===== src/sv/rcdt_pkg.sv =====
// Shared types and constants of the RC discharge sensor timer.
package rcdt_pkg;

  localparam int unsigned CH_NUM   = 6;   // measuring lanes
  localparam int unsigned OUT_NUM  = 6;   // time result ports
  localparam int unsigned LVL_W    = 6;   // width of the sensor level field
  localparam int unsigned TIME_W   = 12;
  localparam int unsigned CHARGE_W = 8;
  localparam int unsigned CFG_W    = 12;

  localparam logic [TIME_W-1:0]   TIMEOUT_RST = TIME_W'(2000);
  localparam logic [CHARGE_W-1:0] CHARGE_RST  = CHARGE_W'(10);

  // Configuration register indexes.
  localparam logic CFG_TIMEOUT = 1'b0;
  localparam logic CFG_CHARGE  = 1'b1;

  // Per-transaction commands from the sequencer to every lane.
  typedef struct packed {
    logic              preset;
    logic              sample;
    logic [TIME_W-1:0] tick;
    logic [TIME_W-1:0] timeout;
  } lane_ctl_t;

  // Status flags of one result transaction.
  typedef struct packed {
    logic drive;
    logic meas;
    logic done;
  } flags_t;

  typedef struct packed {
    flags_t                         flags;
    logic [CH_NUM-1:0][TIME_W-1:0]  times;
  } result_t;

endpackage


===== src/sv/rcdt_ctrl.sv =====
// Phase sequencer, tick counter and configuration registers.
module rcdt_ctrl (
  input  logic                          clk_i,
  input  logic                          rst_ni,
  input  logic                          cfg_we_i,
  input  logic                          cfg_idx_i,
  input  logic [rcdt_pkg::CFG_W-1:0]    cfg_data_i,
  input  logic                          acc_i,
  input  logic                          start_req_i,
  output rcdt_pkg::lane_ctl_t           lane_ctl_o,
  output rcdt_pkg::flags_t              flags_o
);

  typedef enum logic [1:0] {
    PH_IDLE,
    PH_CHARGE,
    PH_MEASURE
  } phase_e;

  phase_e                             phase_q, phase_d;
  logic [rcdt_pkg::TIME_W-1:0]        tick_q, tick_d;
  logic [rcdt_pkg::TIME_W-1:0]        timeout_q;
  logic [rcdt_pkg::CHARGE_W-1:0]      charge_q;
  logic [rcdt_pkg::TIME_W-1:0]        charge_len;
  logic [rcdt_pkg::TIME_W-1:0]        tick_inc;
  logic [rcdt_pkg::TIME_W-1:0]        meas_next;
  logic                               sample;
  logic                               preset;
  rcdt_pkg::flags_t                   flags;

  // A zero charge length behaves as one tick.
  assign charge_len = (charge_q == '0) ? rcdt_pkg::TIME_W'(1)
                                       : rcdt_pkg::TIME_W'(charge_q);
  assign tick_inc   = tick_q + rcdt_pkg::TIME_W'(1);
  assign sample     = (phase_q == PH_MEASURE) && (tick_q < timeout_q);
  assign meas_next  = sample ? tick_inc : tick_q;

  always_comb begin
    phase_d = phase_q;
    tick_d  = tick_q;
    preset  = 1'b0;
    flags   = '0;
    unique case (phase_q)
      PH_IDLE: begin
        if (start_req_i) begin
          preset      = 1'b1;
          flags.drive = 1'b1;
          // The start tick is the first charge tick.
          if (rcdt_pkg::TIME_W'(1) >= charge_len) begin
            phase_d = PH_MEASURE;
            tick_d  = '0;
          end else begin
            phase_d = PH_CHARGE;
            tick_d  = rcdt_pkg::TIME_W'(1);
          end
        end
      end
      PH_CHARGE: begin
        flags.drive = 1'b1;
        if (tick_inc >= charge_len) begin
          phase_d = PH_MEASURE;
          tick_d  = '0;
        end else begin
          tick_d = tick_inc;
        end
      end
      PH_MEASURE: begin
        flags.meas = 1'b1;
        if (meas_next >= timeout_q) begin
          flags.done = 1'b1;
          phase_d    = PH_IDLE;
          tick_d     = '0;
        end else begin
          tick_d = meas_next;
        end
      end
      default: begin
        phase_d = PH_IDLE;
        tick_d  = '0;
      end
    endcase
  end

  always_ff @(posedge clk_i or negedge rst_ni) begin
    if (!rst_ni) begin
      phase_q   <= PH_IDLE;
      tick_q    <= '0;
      timeout_q <= rcdt_pkg::TIMEOUT_RST;
      charge_q  <= rcdt_pkg::CHARGE_RST;
    end else begin
      if (acc_i) begin
        phase_q <= phase_d;
        tick_q  <= tick_d;
      end
      if (cfg_we_i) begin
        unique case (cfg_idx_i)
          rcdt_pkg::CFG_TIMEOUT: timeout_q <= cfg_data_i[rcdt_pkg::TIME_W-1:0];
          rcdt_pkg::CFG_CHARGE:  charge_q  <= cfg_data_i[rcdt_pkg::CHARGE_W-1:0];
          default: ;
        endcase
      end
    end
  end

  assign lane_ctl_o.preset  = preset;
  assign lane_ctl_o.sample  = sample;
  assign lane_ctl_o.tick    = tick_q;
  assign lane_ctl_o.timeout = timeout_q;
  assign flags_o            = flags;

endmodule


===== src/sv/rcdt_lane.sv =====
// One measuring lane: holds and updates the capture time of one sensor line.
module rcdt_lane (
  input  logic                          clk_i,
  input  logic                          rst_ni,
  input  logic                          acc_i,
  input  rcdt_pkg::lane_ctl_t           ctl_i,
  input  logic                          level_i,
  output logic [rcdt_pkg::TIME_W-1:0]   time_o
);

  logic [rcdt_pkg::TIME_W-1:0] cap_q, cap_d;

  // The first low sample wins because later counts are never below it.
  always_comb begin
    cap_d = cap_q;
    if (ctl_i.preset) begin
      cap_d = ctl_i.timeout;
    end else if (ctl_i.sample && !level_i && (ctl_i.tick < cap_q)) begin
      cap_d = ctl_i.tick;
    end
  end

  always_ff @(posedge clk_i or negedge rst_ni) begin
    if (!rst_ni) begin
      cap_q <= '0;
    end else if (acc_i) begin
      cap_q <= cap_d;
    end
  end

  // The result carries the value after this transaction's update.
  assign time_o = cap_d;

endmodule


===== src/sv/rcdt_merge.sv =====
// Merges lane times and flags into one result and buffers it with a skid stage.
module rcdt_merge (
  input  logic                                    clk_i,
  input  logic                                    rst_ni,
  input  logic                                    acc_i,
  input  rcdt_pkg::flags_t                        flags_i,
  input  logic [rcdt_pkg::CH_NUM-1:0][rcdt_pkg::TIME_W-1:0] times_i,
  output logic                                    full_o,
  output logic                                    out_valid_o,
  input  logic                                    out_stall_i,
  output rcdt_pkg::result_t                       res_o
);

  rcdt_pkg::result_t new_res;
  rcdt_pkg::result_t main_q, skid_q;
  logic              main_v_q, skid_v_q;
  logic              take;

  assign new_res.flags = flags_i;
  assign new_res.times = times_i;
  assign take          = main_v_q && !out_stall_i;

  always_ff @(posedge clk_i or negedge rst_ni) begin
    if (!rst_ni) begin
      main_v_q <= 1'b0;
      skid_v_q <= 1'b0;
    end else begin
      if (take) begin
        if (skid_v_q) begin
          skid_v_q <= 1'b0;
        end else begin
          main_v_q <= acc_i;
        end
      end else if (!main_v_q) begin
        main_v_q <= acc_i;
      end else if (acc_i) begin
        skid_v_q <= 1'b1;
      end
    end
  end

  always_ff @(posedge clk_i) begin
    if (take && skid_v_q) begin
      main_q <= skid_q;
    end else if (acc_i && (take || !main_v_q)) begin
      main_q <= new_res;
    end
    if (acc_i && main_v_q && !take) begin
      skid_q <= new_res;
    end
  end

  assign full_o      = skid_v_q;
  assign out_valid_o = main_v_q;
  assign res_o       = main_q;

endmodule


===== src/sv/rc_discharge_sensor_timer_top.sv =====
// An accepted result is registered in the main stage, or in the skid stage while main waits.
// Throughput: one transaction per cycle unless stalled; each lane does one compare per tick
// and the shared tick counter advances at most once per transaction.
// A two-entry output buffer lets input continue while a result waits.
// Reset (asynchronous, active low) sets the idle phase, zero count, zero
// capture times, timeout 2000 and charge length 10, and empties the buffer.
module rc_discharge_sensor_timer_top (
  input  logic                               clk_i,
  input  logic                               rst_ni,
  input  logic                               cfg_we_i,
  input  logic                               cfg_idx_i,
  input  logic [rcdt_pkg::CFG_W-1:0]         cfg_data_i,
  input  logic                               in_valid_i,
  output logic                               in_stall_o,
  input  logic                               start_req_i,
  input  logic [rcdt_pkg::LVL_W-1:0]         sensor_levels_i,
  output logic                               out_valid_o,
  input  logic                               out_stall_i,
  output logic                               charge_drive_o,
  output logic                               measuring_o,
  output logic                               done_res_o,
  output logic [rcdt_pkg::TIME_W-1:0]        time_0_o,
  output logic [rcdt_pkg::TIME_W-1:0]        time_1_o,
  output logic [rcdt_pkg::TIME_W-1:0]        time_2_o,
  output logic [rcdt_pkg::TIME_W-1:0]        time_3_o,
  output logic [rcdt_pkg::TIME_W-1:0]        time_4_o,
  output logic [rcdt_pkg::TIME_W-1:0]        time_5_o
);

  logic                                               full;
  logic                                               acc;
  rcdt_pkg::lane_ctl_t                                lane_ctl;
  rcdt_pkg::flags_t                                   flags;
  logic [rcdt_pkg::CH_NUM-1:0][rcdt_pkg::TIME_W-1:0]  lane_times;
  rcdt_pkg::result_t                                  res;
  logic [rcdt_pkg::OUT_NUM-1:0][rcdt_pkg::TIME_W-1:0] out_times;

  assign in_stall_o = full;
  assign acc        = in_valid_i && !full;

  rcdt_ctrl u_ctrl (
    .clk_i       (clk_i),
    .rst_ni      (rst_ni),
    .cfg_we_i    (cfg_we_i),
    .cfg_idx_i   (cfg_idx_i),
    .cfg_data_i  (cfg_data_i),
    .acc_i       (acc),
    .start_req_i (start_req_i),
    .lane_ctl_o  (lane_ctl),
    .flags_o     (flags)
  );

  for (genvar g = 0; g < rcdt_pkg::CH_NUM; g++) begin : g_lane
    logic level;
    // Lines beyond the level field read as low.
    if (g < rcdt_pkg::LVL_W) begin : g_in
      assign level = sensor_levels_i[g];
    end else begin : g_low
      assign level = 1'b0;
    end
    rcdt_lane u_lane (
      .clk_i   (clk_i),
      .rst_ni  (rst_ni),
      .acc_i   (acc),
      .ctl_i   (lane_ctl),
      .level_i (level),
      .time_o  (lane_times[g])
    );
  end

  rcdt_merge u_merge (
    .clk_i       (clk_i),
    .rst_ni      (rst_ni),
    .acc_i       (acc),
    .flags_i     (flags),
    .times_i     (lane_times),
    .full_o      (full),
    .out_valid_o (out_valid_o),
    .out_stall_i (out_stall_i),
    .res_o       (res)
  );

  for (genvar g = 0; g < rcdt_pkg::OUT_NUM; g++) begin : g_out
    if (g < rcdt_pkg::CH_NUM) begin : g_ch
      assign out_times[g] = res.times[g];
    end else begin : g_zero
      assign out_times[g] = '0;
    end
  end

  assign charge_drive_o = res.flags.drive;
  assign measuring_o    = res.flags.meas;
  assign done_res_o     = res.flags.done;
  assign time_0_o       = out_times[0];
  assign time_1_o       = out_times[1];
  assign time_2_o       = out_times[2];
  assign time_3_o       = out_times[3];
  assign time_4_o       = out_times[4];
  assign time_5_o       = out_times[5];

endmodule

===== config.mk =====
export PLATFORM = sky130hd
export DESIGN_NAME = rc_discharge_sensor_timer_top
export DESIGN_NICKNAME = d
export VERILOG_FILES = /design/src/sv/rcdt_pkg.sv /design/src/sv/rcdt_ctrl.sv /design/src/sv/rcdt_lane.sv /design/src/sv/rcdt_merge.sv /design/src/sv/rc_discharge_sensor_timer_top.sv
export SDC_FILE = /design/constraint.sdc
export NUM_CORES = 1
export LEC_CHECK = 0
export ABC_AREA = 1
export BUFFER_PORTS_ARGS = -buffer_cell sky130_fd_sc_hd__buf_4
export CAP_MARGIN = 0
export CORE_MARGIN = 5
export CORE_UTILIZATION = 55
export DETAILED_ROUTE_END_ITERATION = 6
export PLACE_DENSITY = 0.86
export SETUP_SLACK_MARGIN = 0.3
export SLEW_MARGIN = 20
export SYNTH_ARGS = -nofsm -noshare
export SYNTH_HDL_FRONTEND = slang
export SYNTH_SLANG_ARGS = --single-unit

===== constraint.sdc =====
create_clock -name clk_i -period 5.9 [get_ports clk_i]
set_clock_uncertainty 0.1 [all_clocks]
set_input_delay 0 -clock clk_i [delete_from_list [all_inputs] [get_ports clk_i]]
set_output_delay 0 -clock clk_i [all_outputs]
set_load 0.005 [all_outputs]

Word-level counts from Yosys, hierarchy flattened
Cells that the tools add are included.

Input port bits: 25. Register bits: 258. Word-level logic and storage cells: 125.

Equality and inequality tests: 6. Magnitude comparators: 10. Reductions and logical operators: 40. $add $sub $neg: 1. Bitwise gates (word level): 1. Muxes and demuxes: 37.

Operators by type and width (count): 12-bit 2-to-1 mux (16); 75-bit 2-to-1 mux (2); 12-bit less-than comparator (7); 12-bit case mux with 3 select lines (1); 12-bit >= comparator (2); 1-bit logical AND (19); 12-bit by 1-bit adder with 12-bit output (second input constant) (1); 1-bit by 12-bit >= comparator with 1-bit output (first input constant) (1); 1-bit zero test (10); 1-bit 2-to-1 mux (10); 2-bit 2-to-1 mux (5); 8-bit zero test (1); 8-bit 2-to-1 mux (1); 2-bit AND reduction (4); 2-bit inequality test (second input constant) (3); 2-bit case mux with 3 select lines (1); 2-bit nonzero test (3); 4-bit AND reduction (1); 2-bit by 1-bit == test with 1-bit output (second input constant) (1); 2-bit == test (second input constant) (1); 2-bit zero test (1); 2-bit by 1-bit inequality test with 1-bit output (second input constant) (1); 1-bit case mux with 2 select lines (1); 1-bit logical OR (1); 1-bit NOT (1).

Logic depth before layout (Yosys ltp)
Gate-level depths: netlist (run 1).

Word-level depth: 8. Mapped depth: 24.

Cells and area by module
Synthesis (run 1) repeated with hierarchy kept, for this count alone.

Cells, all modules: 1947. Area total of the unflattened synthesis: 16488.3 um^2.

Modules (own cells, without submodules): rcdt_lane (instances 6, area each 1311.3 um^2, cells each 188); rcdt_merge (instances 1, area each 5836.8 um^2, cells each 424); rcdt_ctrl (instances 1, area each 2773.9 um^2, cells each 393); rc_discharge_sensor_timer_top (instances 1, area each 10.0 um^2, cells each 2).

Worst setup path after synthesis (run 1)
OpenSTA, ideal clock, no wires.

Path type: register to register. Start point: reg u_merge.skid_v_q, in the netlist u_merge.full_o. End point: reg u_merge.skid_q[0] in the netlist's numbering, enable pin. Data required time: 5.289 ns. Stages on the path, launching flop included: 5. Setup slack: 1.367 ns. Path buffers: 1. Data arrival time: 3.922 ns. Path through: dfrtp_1 -> inv_1 -> nand2_1 -> clkbuf_1 -> nor2_1.

Word-level cells in the longest chain between the ends: 4.

Ends and longest elaborated chain: start, declared (line rcdt_merge.sv:16) `logic main_v_q, skid_v_q;`; start signal, assigned (line rcdt_merge.sv:26) `skid_v_q <= 1'b0;`; start signal, assigned (line rcdt_merge.sv:30) `skid_v_q <= 1'b0;`; start signal, assigned (line rcdt_merge.sv:37) `skid_v_q <= 1'b1;`; 1-bit zero test (line rc_discharge_sensor_timer_top.sv:39) `assign acc = in_valid_i && !full;`; 1-bit logical AND (line rc_discharge_sensor_timer_top.sv:39); 1-bit logical AND (2 in series) (line rcdt_merge.sv:48) `if (acc_i && main_v_q && !take) begin`; end signal, assigned (line rcdt_merge.sv:49) `skid_q <= new_res;`; end, declared (line rcdt_merge.sv:15) `rcdt_pkg::result_t main_q, skid_q;`.

No other way between the ends. A chain may end at the register's enable or synchronous reset.

Worst setup path after layout (run 1)
Start point: reg u_ctrl.tick_q[8] in the netlist's numbering. End point: reg u_ctrl.tick_q[6] in the netlist's numbering.

Word-level cells in the longest chain between the ends: 6. Elaborated cells on any way between the ends: 9.

Ends and longest elaborated chain: start, declared (line rcdt_ctrl.sv:21) `logic [rcdt_pkg::TIME_W-1:0] tick_q, tick_d;`; start signal, assigned (line rcdt_ctrl.sv:93) `tick_q <= tick_d;`; 12-bit less-than comparator (line rcdt_ctrl.sv:35) `assign sample = (phase_q == PH_MEASURE) && (tick_q < timeout_q);`; 1-bit logical AND (line rcdt_ctrl.sv:35); 12-bit 2-to-1 mux (line rcdt_ctrl.sv:36) `assign meas_next = sample ? tick_inc : tick_q;`; 12-bit >= comparator (line rcdt_ctrl.sv:69) `if (meas_next >= timeout_q) begin`; 12-bit 2-to-1 mux (line rcdt_ctrl.sv:69); 12-bit case mux with 3 select lines (*) (line rcdt_ctrl.sv:43) `unique case (phase_q)`.

Every way passes the cells marked *; elsewhere a longest branch is shown, timed or not.

==> qor.txt, run 1 <==
Outcome: complete, no violations
Ratio of final minimum period to clock period: 77.8%
Post-synthesis instance area: 14,400 sq um
Core Area: 25,900 sq um
Die height: 172 um
Maximum number of pins on one net before global-route repair: 80
Global-route wire length before repair: 63,000 um
Final number of hold-violating endpoints: 0
Worst flop-to-flop path startpoint: u_ctrl.tick_q[8]$_DFFE_PN0P_
Max transition margin: 33.6%
Number of nets in the layout: 2,008
Type of the tightest min-delay check: in -> reg
Category of the worst setup path launch point: flop
DRC violation count after routing: 0
Overall track demand over capacity in global routing: 27.2%
R2r worst-path depth: 18
Clock-pin slew reported for the worst setup and hold paths after clock tree synthesis: 60 ps
WP buf/inv: 0
Total power of the final layout: 8.33 mW
Mean routed wirelength per cell: 18.0 um
Clock insertion delay at the later pin of the skew report: 560 ps
Number of hold-repair buffers added at the cts stage: 23
Antenna violation net count after detailed routing: 0
Cell count after synthesis: 1,788
Starting density of the core: 55.4%
Number of gates resized after CTS: 0
Seq cells post-synth: 258
Kind of critical path: reg -> reg
Series of cell instances along the critical path: ha_1, nand2_1, nor2_2, nand2_1, nor2_1, nand2_2, nand2_2, o21ai_1, ha_1, a21oi_1, nor2_1, nor3_1, nand2_1, nor2_1, nand3_1, nor2_1, nand2_1, o211ai_1
Minimum hold slack: 146 ps
Timing-limited maximum frequency: 218 MHz
Sinks on Clock Net: 258
Count of placed standard cells including taps: 2,169
Total of endpoints with negative setup slack in the final report: 0
Post-detailed-route via-to-cell ratio: 5.55
First DRT Iteration DRCs: 1,384
Crit path depth: 18
Layout-stage area growth over the synthesis result: 14.8%
Most area-hungry cell type in the Yosys netlist: sky130_fd_sc_hd__edfxtp_1
Top-level I/O count: 102
Wire length after detailed routing: 40,400 um
Reg2Reg Capture Point: u_ctrl.tick_q[6]$_DFFE_PN0P_
Finished Cell Area: 16,500 sq um
Power density over the cells: 505 nW/um^2
Place WS: 1360 ps
Clock Root Buffer: sky130_fd_sc_hd__clkbuf_16
Slowest Stage Delay on Critical Path: 620 ps
Maximum clock insertion buffer count: 3
Die Area: 29,400 sq um
Post-route setup slack: 1310 ps
Register-to-register path setup slack: 1310 ps
DP Wirelength: 26,700 um
Number of CTS-inserted buffers: 26
Family with the most delay on the worst path: simple AND/OR/NAND/NOR gates
Chip Width: 172 um
Leak pwr: 8.62 nW
Minimum clock period: 4590 ps
Number of global-route vias before repair: 11,800
Setup TNS: 0 ps
Critical path fanouts, max: 29
Antenna diodes: 0
Synth top area cells: sky130_fd_sc_hd__edfxtp_1 (31%), sky130_fd_sc_hd__nand2_1 (22%), sky130_fd_sc_hd__dfrtp_1 (17%)
Share of the synthesized area in the top cell type: 31.4%
Largest voltage drop on the vdd net: 407 uV
Number of setup buffers added after CTS: 0
Least-Margin Pin Slew: 993 ps
Sort of element at the end of the critical path: flop
Filler-free cell count of the finished design: 2,240
Placer congestion estimate: 0.949
Total of max-cap violations: 0
Most common cell after layout, fill and taps aside: sky130_fd_sc_hd__nand2_1
Via count: 12,400
Top library cells by usage in the layout, fill and taps aside: sky130_fd_sc_hd__nand2_1 (827), sky130_fd_sc_hd__inv_1 (187), sky130_fd_sc_hd__nand3_1 (163)
Mapped Nets: 1,911
Total grt overflow: 0
Port bufs: 101
Synth warn: 0
Fraction of final layout cells sized beyond drive strength 1: 10.2%
Arrival time at the worst endpoint: 4930 ps
Dpl cell area: 15,300 sq um
Number of distinct standard cells referenced by the synthesized netlist: 30
Origin of the worst setup path: u_ctrl.tick_q[8]$_DFFE_PN0P_
Share of synthesized area occupied by flip-flops and latches: 50.3%
Standard-cell row count: 59
Required time worst endpoint: 6240 ps
Clock tree from TritonCTS: done
Finished Core Util: 63.6%
CTS H-Tree Depth: 1
RSZ-0062 raised after global routing: no
Post-Synthesis Mean Instance Area: 8.03 sq um
Cell type of the slowest stage on the worst timing path: sky130_fd_sc_hd__nand2_2
Detailed-router iteration count before antenna repair: 6
Critical path capture point: u_ctrl.tick_q[6]$_DFFE_PN0P_
Pins Over Slew Limit: 0
Number of antenna violations at the first check in global routing: 0
## routing by layer
metal	global-route usage (%)	up-vias	wire length, um
met1	37.4	5716	16100
met2	42.4	676	18100
met5	0	-	0
met3	5.22	136	4050
met4	11.9	0	2130
li1	-	5893	-
## layout make-up
class	count	area [sq um]
fill	2121	9430
sequential	258	7220
multi-input combinational	1267	6110
timing repair buffer	137	1100
inverter	195	732
clock buffer	35	724
tap	335	419
clock inverter	13	170
## report_power, final
| group | internal (mW) | total, mW | switching (mW) |
|---|---|---|---|
| registers | 2.76 | 3.07 | 0.306 |
| clock network | 1.00 | 1.73 | 0.725 |
| logic | 1.16 | 3.53 | 2.37 |
## cell usage after synthesis
library cell and number:
sky130_fd_sc_hd__dfstp_2 8, sky130_fd_sc_hd__buf_6 7, sky130_fd_sc_hd__buf_4 2, sky130_fd_sc_hd__o21ai_0 29, sky130_fd_sc_hd__nor3_1 7, sky130_fd_sc_hd__nand3_1 163
sky130_fd_sc_hd__nand2_2 8, sky130_fd_sc_hd__nor2_1 55, sky130_fd_sc_hd__nor2_4 5, sky130_fd_sc_hd__buf_1 20, sky130_fd_sc_hd__nand4_1 11, sky130_fd_sc_hd__a21oi_4 1
sky130_fd_sc_hd__xor2_1 5, sky130_fd_sc_hd__a21oi_2 3, sky130_fd_sc_hd__inv_1 189, sky130_fd_sc_hd__buf_2 4, sky130_fd_sc_hd__a21oi_1 36, sky130_fd_sc_hd__a21o_1 1
sky130_fd_sc_hd__inv_2 3, sky130_fd_sc_hd__clkinv_1 3, sky130_fd_sc_hd__o211ai_1 3, sky130_fd_sc_hd__or2_2 1, sky130_fd_sc_hd__dfrtp_1 100, sky130_fd_sc_hd__nand2_1 829
sky130_fd_sc_hd__edfxtp_1 150, sky130_fd_sc_hd__ha_1 98, sky130_fd_sc_hd__o21bai_1 3, sky130_fd_sc_hd__nor2_2 1, sky130_fd_sc_hd__o21ai_1 8, sky130_fd_sc_hd__clkbuf_1 35
## cells by family (layout without fill, tap and decap cells)
kind of cell / after synthesis / count (layout) / share of synthesized area, %
fa+ha+maj: 98 / 98 / 8.54
compound gates: 84 / 84 / 3.21
buf+inv: 263 / 380 / 7.33
flops: 258 / 258 / 50.3
xor+xnor: 5 / 5 / 0.305
simple gates: 1080 / 1080 / 30.3
## tightest hold or removal path, stage by stage
cell and delay, ps:
sky130_fd_sc_hd__dlygate4sd3_1 530, sky130_fd_sc_hd__buf_4 130, sky130_fd_sc_hd__nor2_1 90, sky130_fd_sc_hd__a21oi_1 50
## how the worst min path moves through the flow
stage	slack [ps]	end	startpoint	depth (start not counted)
2_1_floorplan	-400	g_lane[0].u_lane.cap_q[0]$_DFFE_PN0P_	rst_ni	0
3_3_place_gp	-40	u_ctrl.charge_q[2]$_DFFE_PN0P_	rst_ni	1
3_5_place_dp	-30	u_ctrl.timeout_q[2]$_DFFE_PN0P_	rst_ni	1
4_1_cts	130	u_ctrl.timeout_q[10]$_DFFE_PN1P_	cfg_data_i[10]	4
5_1_grt	150	u_ctrl.timeout_q[10]$_DFFE_PN1P_	cfg_data_i[10]	4
6_report	150	u_ctrl.timeout_q[10]$_DFFE_PN1P_	cfg_data_i[10]	4
## sequential cells by signal (all words and copies together) (netlist names)
register / cells
u_ctrl.tick_q: 12
u_ctrl.phase_q: 2
u_ctrl.timeout_q: 12
u_merge.full_o: 1
u_merge.res_o: 75
g_lane.u_lane.cap_q: 72
u_merge.skid_q: 75
u_ctrl.charge_q: 8
u_merge.out_valid_o: 1
No activity file was read; power rests on OpenSTA's default activity.
==> run 2, diff against run 1 <==
--- a/config.mk
+++ b/config.mk
@@ -5,7 +5,7 @@
 export SDC_FILE = /design/constraint.sdc
 export NUM_CORES = 1
 export LEC_CHECK = 0
-export ABC_AREA = 1
+export ABC_AREA = 0
 export BUFFER_PORTS_ARGS = -buffer_cell sky130_fd_sc_hd__buf_4
 export CAP_MARGIN = 0
 export CORE_MARGIN = 5
==> constraint.sdc (replaced) <==
create_clock -name clk_i -period 4.3 [get_ports clk_i]
set_clock_uncertainty 0.1 [all_clocks]
set_input_delay 0 -clock clk_i [delete_from_list [all_inputs] [get_ports clk_i]]
set_output_delay 0 -clock clk_i [all_outputs]
set_load 0.005 [all_outputs]
==> run 2 against run 1 <==
Against the previous run:
- the flow now finishes with violations (negative hold slack)
- via count shrank 0.76%
- register-to-register slack lost 990 ps
- first-iteration DRC count grew 0.79%
- flip-flop and latch count is the same
- sequential power grew 40%
- critical path type unchanged
- largest cell class unchanged
- largest power group unchanged
- highest routed layer unchanged
==> qor.txt, run 2 <==
First DRT Iteration DRCs: 1,395 (was 1,384)
Dominant synthesized flop cell: sky130_fd_sc_hd__edfxtp_1 (unchanged)
Mapped Nets: 1,539 (was 1,911)
Global-route wire length before repair: 68,100 um (was 63,000 um)
Overall track demand over capacity in global routing: 29.4% (was 27.2%)
Leak pwr: 7.59 nW (was 8.62 nW)
Top-level I/O count: 102 (unchanged)
Critical path capture point: u_ctrl.tick_q[4]$_DFFE_PN0P_ (was u_ctrl.tick_q[6]$_DFFE_PN0P_)
Starting density of the core: 55.6% (was 55.4%)
DP Wirelength: 29,900 um (was 26,700 um)
Seq cells post-synth: 258 (unchanged)
Mean routed wirelength per cell: 22.9 um (was 18.0 um)
Outcome: finished, violations left (was complete, no violations)
Most common cell after layout, fill and taps aside: sky130_fd_sc_hd__buf_4 (was sky130_fd_sc_hd__nand2_1)
Port bufs: 101 (unchanged)
Failing checks: negative hold slack
Minimum clock period: 3980 ps (was 4590 ps)
Number of distinct standard cells referenced by the synthesized netlist: 75 (was 30)
Largest voltage drop on the vdd net: 507 uV (was 407 uV)
Core Area: 26,000 sq um (was 25,900 sq um)
Maximum clock insertion buffer count: 3 (unchanged)
Type of the tightest min-delay check: in -> async (was in -> reg)
RSZ-0062 raised after global routing: yes (was no)
Fraction of final layout cells sized beyond drive strength 1: 20.1% (was 10.2%)
Library cell appearing most often on the critical path: sky130_fd_sc_hd__a211oi_2
Sinks on Clock Net: 258 (unchanged)
Via count: 12,300 (was 12,400)
Clock insertion delay at the later pin of the skew report: 550 ps (was 560 ps)
CTS H-Tree Depth: 1 (unchanged)
Total grt overflow: 0 (unchanged)
Number of nets in the layout: 1,690 (was 2,008)
Critical path fanouts, max: 5 (was 29)
Series of cell instances along the critical path: inv_4, ha_4, nand4_4, or3_4, or2_4, nand2_8, nor2_4, xor2_1, ha_1, a211oi_2, nor2_2, a211oi_2, o211ai_1, a22oi_2, nand2_2, a221oi_2 (was ha_1, nand2_1, nor2_2, nand2_1, nor2_1, nand2_2, nand2_2, o21ai_1, ha_1, a21oi_1, nor2_1, nor3_1, nand2_1, nor2_1, nand3_1, nor2_1, nand2_1, o211ai_1)
Number of CTS-inserted buffers: 28 (was 26)
Max transition margin: 23.5% (was 33.6%)
Share of the synthesized area in the top cell type: 31.2% (was 31.4%)
Number of filler cells placed in the layout: 1,986 (was 2,121)
Share of synthesized area occupied by flip-flops and latches: 49.9% (was 50.3%)
R2r worst-path depth: 16 (was 18)
Cell with the most instances after synthesis: sky130_fd_sc_hd__nor2_1 (was sky130_fd_sc_hd__nand2_1)
Post-detailed-route via-to-cell ratio: 6.41 (was 5.55)
Kind of critical path: reg -> reg (unchanged)
Most frequent cells after synthesis: sky130_fd_sc_hd__nor2_1 (153), sky130_fd_sc_hd__edfxtp_1 (150), sky130_fd_sc_hd__nand2_1 (137) (was sky130_fd_sc_hd__nand2_1 (829), sky130_fd_sc_hd__inv_1 (189), sky130_fd_sc_hd__nand3_1 (163))
Family with the most delay on the worst path: compound AO/OA/AOI/OAI gates (was simple AND/OR/NAND/NOR gates)
Arrival time at the worst endpoint: 4320 ps (was 4930 ps)
Total of max-cap violations: 0 (unchanged)
Least-Margin Pin Slew: 1140 ps (was 993 ps)
Setup TNS: 0 ps (unchanged)
Detailed-router iteration count before antenna repair: 6 (unchanged)
Footprint of the multi-input gates: 6710 sq um (was 6110 sq um)
Post-synthesis instance area: 14,500 sq um (was 14,400 sq um)
Number of global-route vias before repair: 12,200 (was 11,800)
Standard-cell row count: 59 (unchanged)
Top library cells by usage in the layout, fill and taps aside: sky130_fd_sc_hd__buf_4 (162), sky130_fd_sc_hd__edfxtp_1 (150), sky130_fd_sc_hd__nor2_1 (146) (was sky130_fd_sc_hd__nand2_1 (827), sky130_fd_sc_hd__inv_1 (187), sky130_fd_sc_hd__nand3_1 (163))
Die height: 172 um (about the same)
Required time worst endpoint: 4650 ps (was 6240 ps)
Die Area: 29,600 sq um (was 29,400 sq um)
Clock tree from TritonCTS: done (unchanged)
Wire length after detailed routing: 44,100 um (was 40,400 um)
Worst flop-to-flop path startpoint: u_ctrl.timeout_q[10]$_DFFE_PN1P_ (was u_ctrl.tick_q[8]$_DFFE_PN0P_)
Layout-stage area growth over the synthesis result: 19.7% (was 14.8%)
Crit path depth: 16 (was 18)
Clock-pin slew reported for the worst setup and hold paths after clock tree synthesis: 60 ps (about the same)
Synth warn: 0 (unchanged)
Slowest Stage Delay on Critical Path: 550 ps (was 620 ps)
Minimum hold slack: -30.3 ps (was 146 ps)
Synth top area cells: sky130_fd_sc_hd__edfxtp_1 (31%), sky130_fd_sc_hd__dfrtp_1 (17%), sky130_fd_sc_hd__ha_1 (8.5%) (was sky130_fd_sc_hd__edfxtp_1 (31%), sky130_fd_sc_hd__nand2_1 (22%), sky130_fd_sc_hd__dfrtp_1 (17%))
Sort of element at the end of the critical path: flop (unchanged)
Origin of the worst setup path: u_ctrl.timeout_q[10]$_DFFE_PN1P_ (was u_ctrl.tick_q[8]$_DFFE_PN0P_)
Category of the worst setup path launch point: flop (unchanged)
Ratio of final minimum period to clock period: 92.5% (was 77.8%)
Reg2Reg Capture Point: u_ctrl.tick_q[4]$_DFFE_PN0P_ (was u_ctrl.tick_q[6]$_DFFE_PN0P_)
Asr flop ratio synth: 41.9% (unchanged)
Post-Synthesis Mean Instance Area: 10.2 sq um (was 8.03 sq um)
Timing-limited maximum frequency: 251 MHz (was 218 MHz)
Filler-free cell count of the finished design: 1,924 (was 2,240)
Number of antenna violations at the first check in global routing: 0 (unchanged)
Clock Root Buffer: sky130_fd_sc_hd__clkbuf_16 (unchanged)
Count of placed standard cells including taps: 1,836 (was 2,169)
Pins Over Slew Limit: 0 (unchanged)
Count of flip-flops with a built-in enable after synthesis: 150 (unchanged)
Register-to-register path setup slack: 320 ps (was 1310 ps)
Antenna violation net count after detailed routing: 0 (unchanged)
Total of endpoints with negative setup slack in the final report: 0 (unchanged)
Maximum number of pins on one net before global-route repair: 76 (was 80)
WP buf/inv: 1 (was 0)
Storage element area: 7220 sq um (unchanged)
Cell type of the slowest stage on the worst timing path: sky130_fd_sc_hd__dfstp_2 (was sky130_fd_sc_hd__nand2_2)
Power density over the cells: 682 nW/um^2 (was 505 nW/um^2)
Most area-hungry cell type in the Yosys netlist: sky130_fd_sc_hd__edfxtp_1 (unchanged)
Chip Width: 172 um (about the same)
DRC violation count after routing: 0 (unchanged)
Final number of hold-violating endpoints: 28 (was 0)
Antenna diodes: 0 (unchanged)
Placer congestion estimate: 0.939 (was 0.949)
Cell count after synthesis: 1,416 (was 1,788)
## run 2: worst min path at each step
| stage | from | to | slack, ps | cells after the start |
|---|---|---|---|---|
| finish | rst_ni | g_lane[0].u_lane.cap_q[10]$_DFFE_PN0P_ | -30 | 2 |
| CTS | sensor_levels_i[5] | g_lane[5].u_lane.cap_q[4]$_DFFE_PN0P_ | 10 | 5 |
| global placement | rst_ni | g_lane[5].u_lane.cap_q[6]$_DFFE_PN0P_ | 140 | 1 |
| global route | rst_ni | g_lane[0].u_lane.cap_q[10]$_DFFE_PN0P_ | 40 | 2 |
| detailed placement | cfg_data_i[11] | u_ctrl.timeout_q[11]$_DFFE_PN0P_ | 130 | 3 |
| floorplan | rst_ni | g_lane[0].u_lane.cap_q[0]$_DFFE_PN0P_ | -400 | 0 |
## run 2: cell families (layout without fill, tap and decap cells)
logic type                 count (synthesis)  count (layout)  synth area share [%]
DFF                                      258             258                  49.9
AOI/OAI and AO/OA                        406             406                  19.8
and+or+nand+nor                          442             442                  14.0
adders and majority gates                 98              98                  8.48
xor gates and xnor gates                  16              16                 0.969
buffers and inverters                    172             345                  4.93
muxes                                     24              24                  1.90
## run 2: per-stage QoR
stage	hold slack, ps	total power, mW	util (%)	cell area (sq um)	setup WS [ps]
after global routing	38.2	12.4	66.6	17300	141
after floorplan	-396	7.17	-	14500	290
after CTS	14.9	11.7	65.7	17100	301
after detailed placement	132	9.04	60.8	15800	79.5
final	-30.3	11.8	66.6	17300	323
after global placement	139	8.83	60.8	15800	158
## run 2: timing repair
item                       4_1_cts  5_1_grt
setup endpoints to repair        9       13
pin swaps                        1       20
hold endpoints to repair        95        0
resized for setup                8       35
hold buffers                    27        0
setup buffers                    0        9
## run 2: power by group
part | switching (mW) | total, mW | leakage (nW) | internal, mW
Sequential | 0.456 | 4.30 | 2.71 | 3.84
Clock | 1.06 | 2.56 | 0.460 | 1.50
Combinational | 2.93 | 4.94 | 4.42 | 2.01
Total | 4.44 | 11.8 | 7.59 | 7.36
## run 2: final cells by class
class | count | share of cell area (%)
sequential | 258 | 41.7
inverter | 95 | 2.08
multi-input combinational | 986 | 38.8
tap | 335 | 2.42
clock buffer | 34 | 4.35
timing repair buffer | 198 | 9.33
clock inverter | 18 | 1.35
## run 2: layer usage
metal / vias to the layer above / global-route usage, % / part of all wire [%] / routed length (um)
met1: 5876 / 40.2 / 39 / 17000
met4: 0 / 12.3 / 4.4 / 1960
met3: 157 / 5.56 / 11 / 4780
li1: 5481 / - / - / -
met5: - / 0 / 0 / 0
met2: 813 / 46.4 / 46 / 20300
==> run 3, diff against run 2 <==
--- a/config.mk
+++ b/config.mk
@@ -5,7 +5,7 @@
 export SDC_FILE = /design/constraint.sdc
 export NUM_CORES = 1
 export LEC_CHECK = 0
-export ABC_AREA = 0
+export ABC_AREA = 1
 export BUFFER_PORTS_ARGS = -buffer_cell sky130_fd_sc_hd__buf_4
 export CAP_MARGIN = 0
 export CORE_MARGIN = 5
==> run 3 against run 2 <==
Against the previous run:
- the flow now finishes without violations
- die area fell by 0.64%
- via count grew 0.77%
- power decreased by 3.1%
- flip-flop and latch count stayed put
- final area fell by 3.7%
- utilization is 2.3 points lower
- setup slack gained 360 ps
- non-clock buffer count down 35
- clock power decreased by 7%
- sequential power decreased by 3%
- largest power group unchanged
- highest routed layer unchanged
==> qor.txt, run 3 (same netlist as run 1, synthesis figures left out) <==
Die Area: 29,400 sq um (was 29,600 sq um)
Die height: 172 um (about the same)
Cell-internal power: 6.85 mW (was 7.36 mW)
Antenna violation net count after detailed routing: 0 (unchanged)
Net switching share of the total power: 40.1% (was 37.6%)
Pins Over Slew Limit: 0 (unchanged)
Sinks on Clock Net: 258 (unchanged)
Max transition margin: 26.8% (was 23.5%)
Top-level I/O count: 102 (unchanged)
Antenna diodes: 0 (unchanged)
WP buf/inv: 3 (was 1)
Type of the tightest min-delay check: in -> async (unchanged)
Share of power burned in registers: 36.3% (was 36.4%)
Final number of hold-violating endpoints: 0 (was 28)
Maximum clock insertion buffer count: 3 (unchanged)
DRC violation count after routing: 0 (unchanged)
Port bufs: 101 (unchanged)
Wire length after detailed routing: 40,700 um (was 44,100 um)
Total grt overflow: 0 (unchanged)
Setup TNS: 0 ps (unchanged)
Place WS: 530 ps (was 79.5 ps)
Core Area: 25,900 sq um (was 26,000 sq um)
Total of max-cap violations: 0 (unchanged)
Clock tree from TritonCTS: done (unchanged)
Minimum clock period: 3610 ps (was 3980 ps)
Standard-cell row count: 59 (unchanged)
Gate power share: 43.0% (was 41.9%)
Timing-limited maximum frequency: 277 MHz (was 251 MHz)
Outcome: complete, no violations (was finished, violations left)
Clock-pin slew reported for the worst setup and hold paths after clock tree synthesis: 70 ps (was 60 ps)
DP Wirelength: 26,900 um (was 29,900 um)
Sort of element at the end of the critical path: flop (unchanged)
Clock Root Buffer: sky130_fd_sc_hd__clkbuf_16 (unchanged)
Placer congestion estimate: 0.979 (was 0.939)
Overall track demand over capacity in global routing: 27.8% (was 29.4%)
Ratio of final minimum period to clock period: 84.0% (was 92.5%)
Clock Power Share: 20.7% (was 21.7%)
Arrival time at the worst endpoint: 3970 ps (was 4320 ps)
Series of cell instances along the critical path: inv_1, ha_1, nand2_1, nor2_2, nand2_1, nor2_1, nand2_2, nand2_4, buf_6, nor2_1, a21oi_1, ha_1, inv_1, nor2_1, o21bai_1, a21oi_1, nor2_1, nand3_1, nor2_2, nand2_1, o211ai_1 (was inv_4, ha_4, nand4_4, or3_4, or2_4, nand2_8, nor2_4, xor2_1, ha_1, a211oi_2, nor2_2, a211oi_2, o211ai_1, a22oi_2, nand2_2, a221oi_2)
Total of endpoints with negative setup slack in the final report: 0 (unchanged)
Crit path depth: 21 (was 16)
NetSw: 4.59 mW (was 4.44 mW)
Layout-stage area growth over the synthesis result: 16.1% (was 19.7%)
Clock insertion delay at the later pin of the skew report: 540 ps (was 550 ps)
Category of the worst setup path launch point: flop (unchanged)
Cell type of the slowest stage on the worst timing path: sky130_fd_sc_hd__dfstp_2 (unchanged)
Power density over the cells: 686 nW/um^2 (was 682 nW/um^2)
Number of antenna violations at the first check in global routing: 0 (unchanged)
Most common cell after layout, fill and taps aside: sky130_fd_sc_hd__nand2_1 (was sky130_fd_sc_hd__buf_4)
R2r worst-path depth: 21 (was 16)
Mean routed wirelength per cell: 17.9 um (was 22.9 um)
Number of global-route vias before repair: 11,900 (was 12,200)
CTS H-Tree Depth: 1 (unchanged)
Number of nets in the layout: 2,034 (was 1,690)
Via count: 12,400 (was 12,300)
First DRT Iteration DRCs: 1,363 (was 1,395)
Post-detailed-route via-to-cell ratio: 5.48 (was 6.41)
RSZ-0062 raised after global routing: no (was yes)
Critical path fanouts, max: 15 (was 5)
Library cell appearing most often on the critical path: sky130_fd_sc_hd__nor2_1 (was sky130_fd_sc_hd__a211oi_2)
Detailed-router iteration count before antenna repair: 6 (unchanged)
Kind of critical path: reg -> reg (unchanged)
Post-route setup slack: 687 ps (was 323 ps)
Slowest Stage Delay on Critical Path: 530 ps (was 550 ps)
Maximum number of pins on one net before global-route repair: 79 (was 76)
Least-Margin Pin Slew: 1090 ps (was 1140 ps)
Leak pwr: 8.74 nW (was 7.59 nW)
Family with the most delay on the worst path: simple AND/OR/NAND/NOR gates (was compound AO/OA/AOI/OAI gates)
Starting density of the core: 55.4% (was 55.6%)
Fraction of final layout cells sized beyond drive strength 1: 11.4% (was 20.1%)
Global-route wire length before repair: 64,400 um (was 68,100 um)
Chip Width: 172 um (about the same)
Number of setup buffers added after CTS: 0 (unchanged)
Largest voltage drop on the vdd net: 479 uV (was 507 uV)
Number of CTS-inserted buffers: 26 (was 28)
Required time worst endpoint: 4660 ps (was 4650 ps)
Top library cells by usage in the layout, fill and taps aside: sky130_fd_sc_hd__nand2_1 (827), sky130_fd_sc_hd__inv_1 (187), sky130_fd_sc_hd__nand3_1 (163) (was sky130_fd_sc_hd__buf_4 (162), sky130_fd_sc_hd__edfxtp_1 (150), sky130_fd_sc_hd__nor2_1 (146))
-- run 3: changes by cell type in the layout (fill, tap and decap cells not counted), sizes merged, moves of 35 or more --
cell / before / now
nand2: 143 / 837
inv: 97 / 192
o21ai: 90 / 37
nand3: 62 / 163
a21o: 37 / 1
o2bb2ai: 35 / 0
nor2: 155 / 61
a31oi: 37 / 0
a21oi: 78 / 40
-- run 3: routing by layer --
metal	share of wire, %	wire, um	vias to the layer above	global-route usage, %
li1	-	-	5926	-
met1	40	16300	5800	37.4
met2	47	19000	574	46.1
met3	8.7	3550	122	4.02
met4	4.3	1730	0	10.3
met5	0	0	-	0
-- run 3: power groups by stage --
stage	sequential, mW	combinational [mW]	clock [mW]
after floorplan	4.18	3.07	0
after global placement	4.14	4.61	0
after detailed placement	4.17	4.82	0
after CTS	4.15	4.87	2.39
after global routing	4.22	5.57	2.49
final	4.15	4.92	2.37
-- run 3: area by class of cell --
type	instances	area, sq um
sequential	258	7220
timing repair buffer	163	1290
tap	335	419
fill	2116	9240
clock inverter	10	134
multi-input combinational	1267	6120
clock buffer	38	757
inverter	195	732
-- run 3: path summary, 6_finish.rpt --
check	to	slack, ps	from
worst min-delay path	u_ctrl.charge_q[2]$_DFFE_PN0P_	80	rst_ni
min in group clk_i	u_merge.out_valid_o$_DFFE_PN0N_	80	in_valid_i
worst min register to register	g_lane[0].u_lane.cap_q[1]$_DFFE_PN0P_	380	g_lane[0].u_lane.cap_q[1]$_DFFE_PN0P_
max in group asynchronous	u_ctrl.tick_q[10]$_DFFE_PN0P_	2880	rst_ni
worst max-delay path	u_ctrl.tick_q[1]$_DFFE_PN0P_	690	u_ctrl.timeout_q[10]$_DFFE_PN1P_
worst max register to register	u_ctrl.tick_q[1]$_DFFE_PN0P_	690	u_ctrl.timeout_q[10]$_DFFE_PN1P_
-- run 3: what timing repair did --
action / in CTS / in global routing
hold buffers: 20 / 0
endpoints found under the hold margin: 95 / 0
endpoints found under the setup margin: 0 / 10
gates resized for setup: 0 / 3
-- run 3: worst reg2reg max path, stage by stage, from the launching register on --
cell and delay [ps]:
sky130_fd_sc_hd__dfstp_2 530, sky130_fd_sc_hd__inv_1 80, sky130_fd_sc_hd__ha_1 280, sky130_fd_sc_hd__nand2_1 70
sky130_fd_sc_hd__nor2_2 180, sky130_fd_sc_hd__nand2_1 70, sky130_fd_sc_hd__nor2_1 110, sky130_fd_sc_hd__nand2_2 170
sky130_fd_sc_hd__nand2_4 150, sky130_fd_sc_hd__buf_6 190, sky130_fd_sc_hd__nor2_1 60, sky130_fd_sc_hd__a21oi_1 190
sky130_fd_sc_hd__ha_1 290, sky130_fd_sc_hd__inv_1 60, sky130_fd_sc_hd__nor2_1 40, sky130_fd_sc_hd__o21bai_1 130
sky130_fd_sc_hd__a21oi_1 90, sky130_fd_sc_hd__nor2_1 170, sky130_fd_sc_hd__nand3_1 150, sky130_fd_sc_hd__nor2_2 270
sky130_fd_sc_hd__nand2_1 90, sky130_fd_sc_hd__o211ai_1 100
-- run 3: stage by stage --
step | utilization (%) | hold slack, ps | cell area [sq um] | cells | total power, mW
3_3_place_gp | 60.1 | 99.4 | 15600 | 2198 | 8.74
4_1_cts | 64.3 | 46.1 | 16700 | 2266 | 11.4
2_1_floorplan | - | -396 | 14400 | 1788 | 7.25
5_1_grt | 64.3 | 117 | 16700 | 2266 | 12.3
3_5_place_dp | 60.1 | 108 | 15600 | 2198 | 8.99
6_report | 64.3 | 78.8 | 16700 | 2266 | 11.4
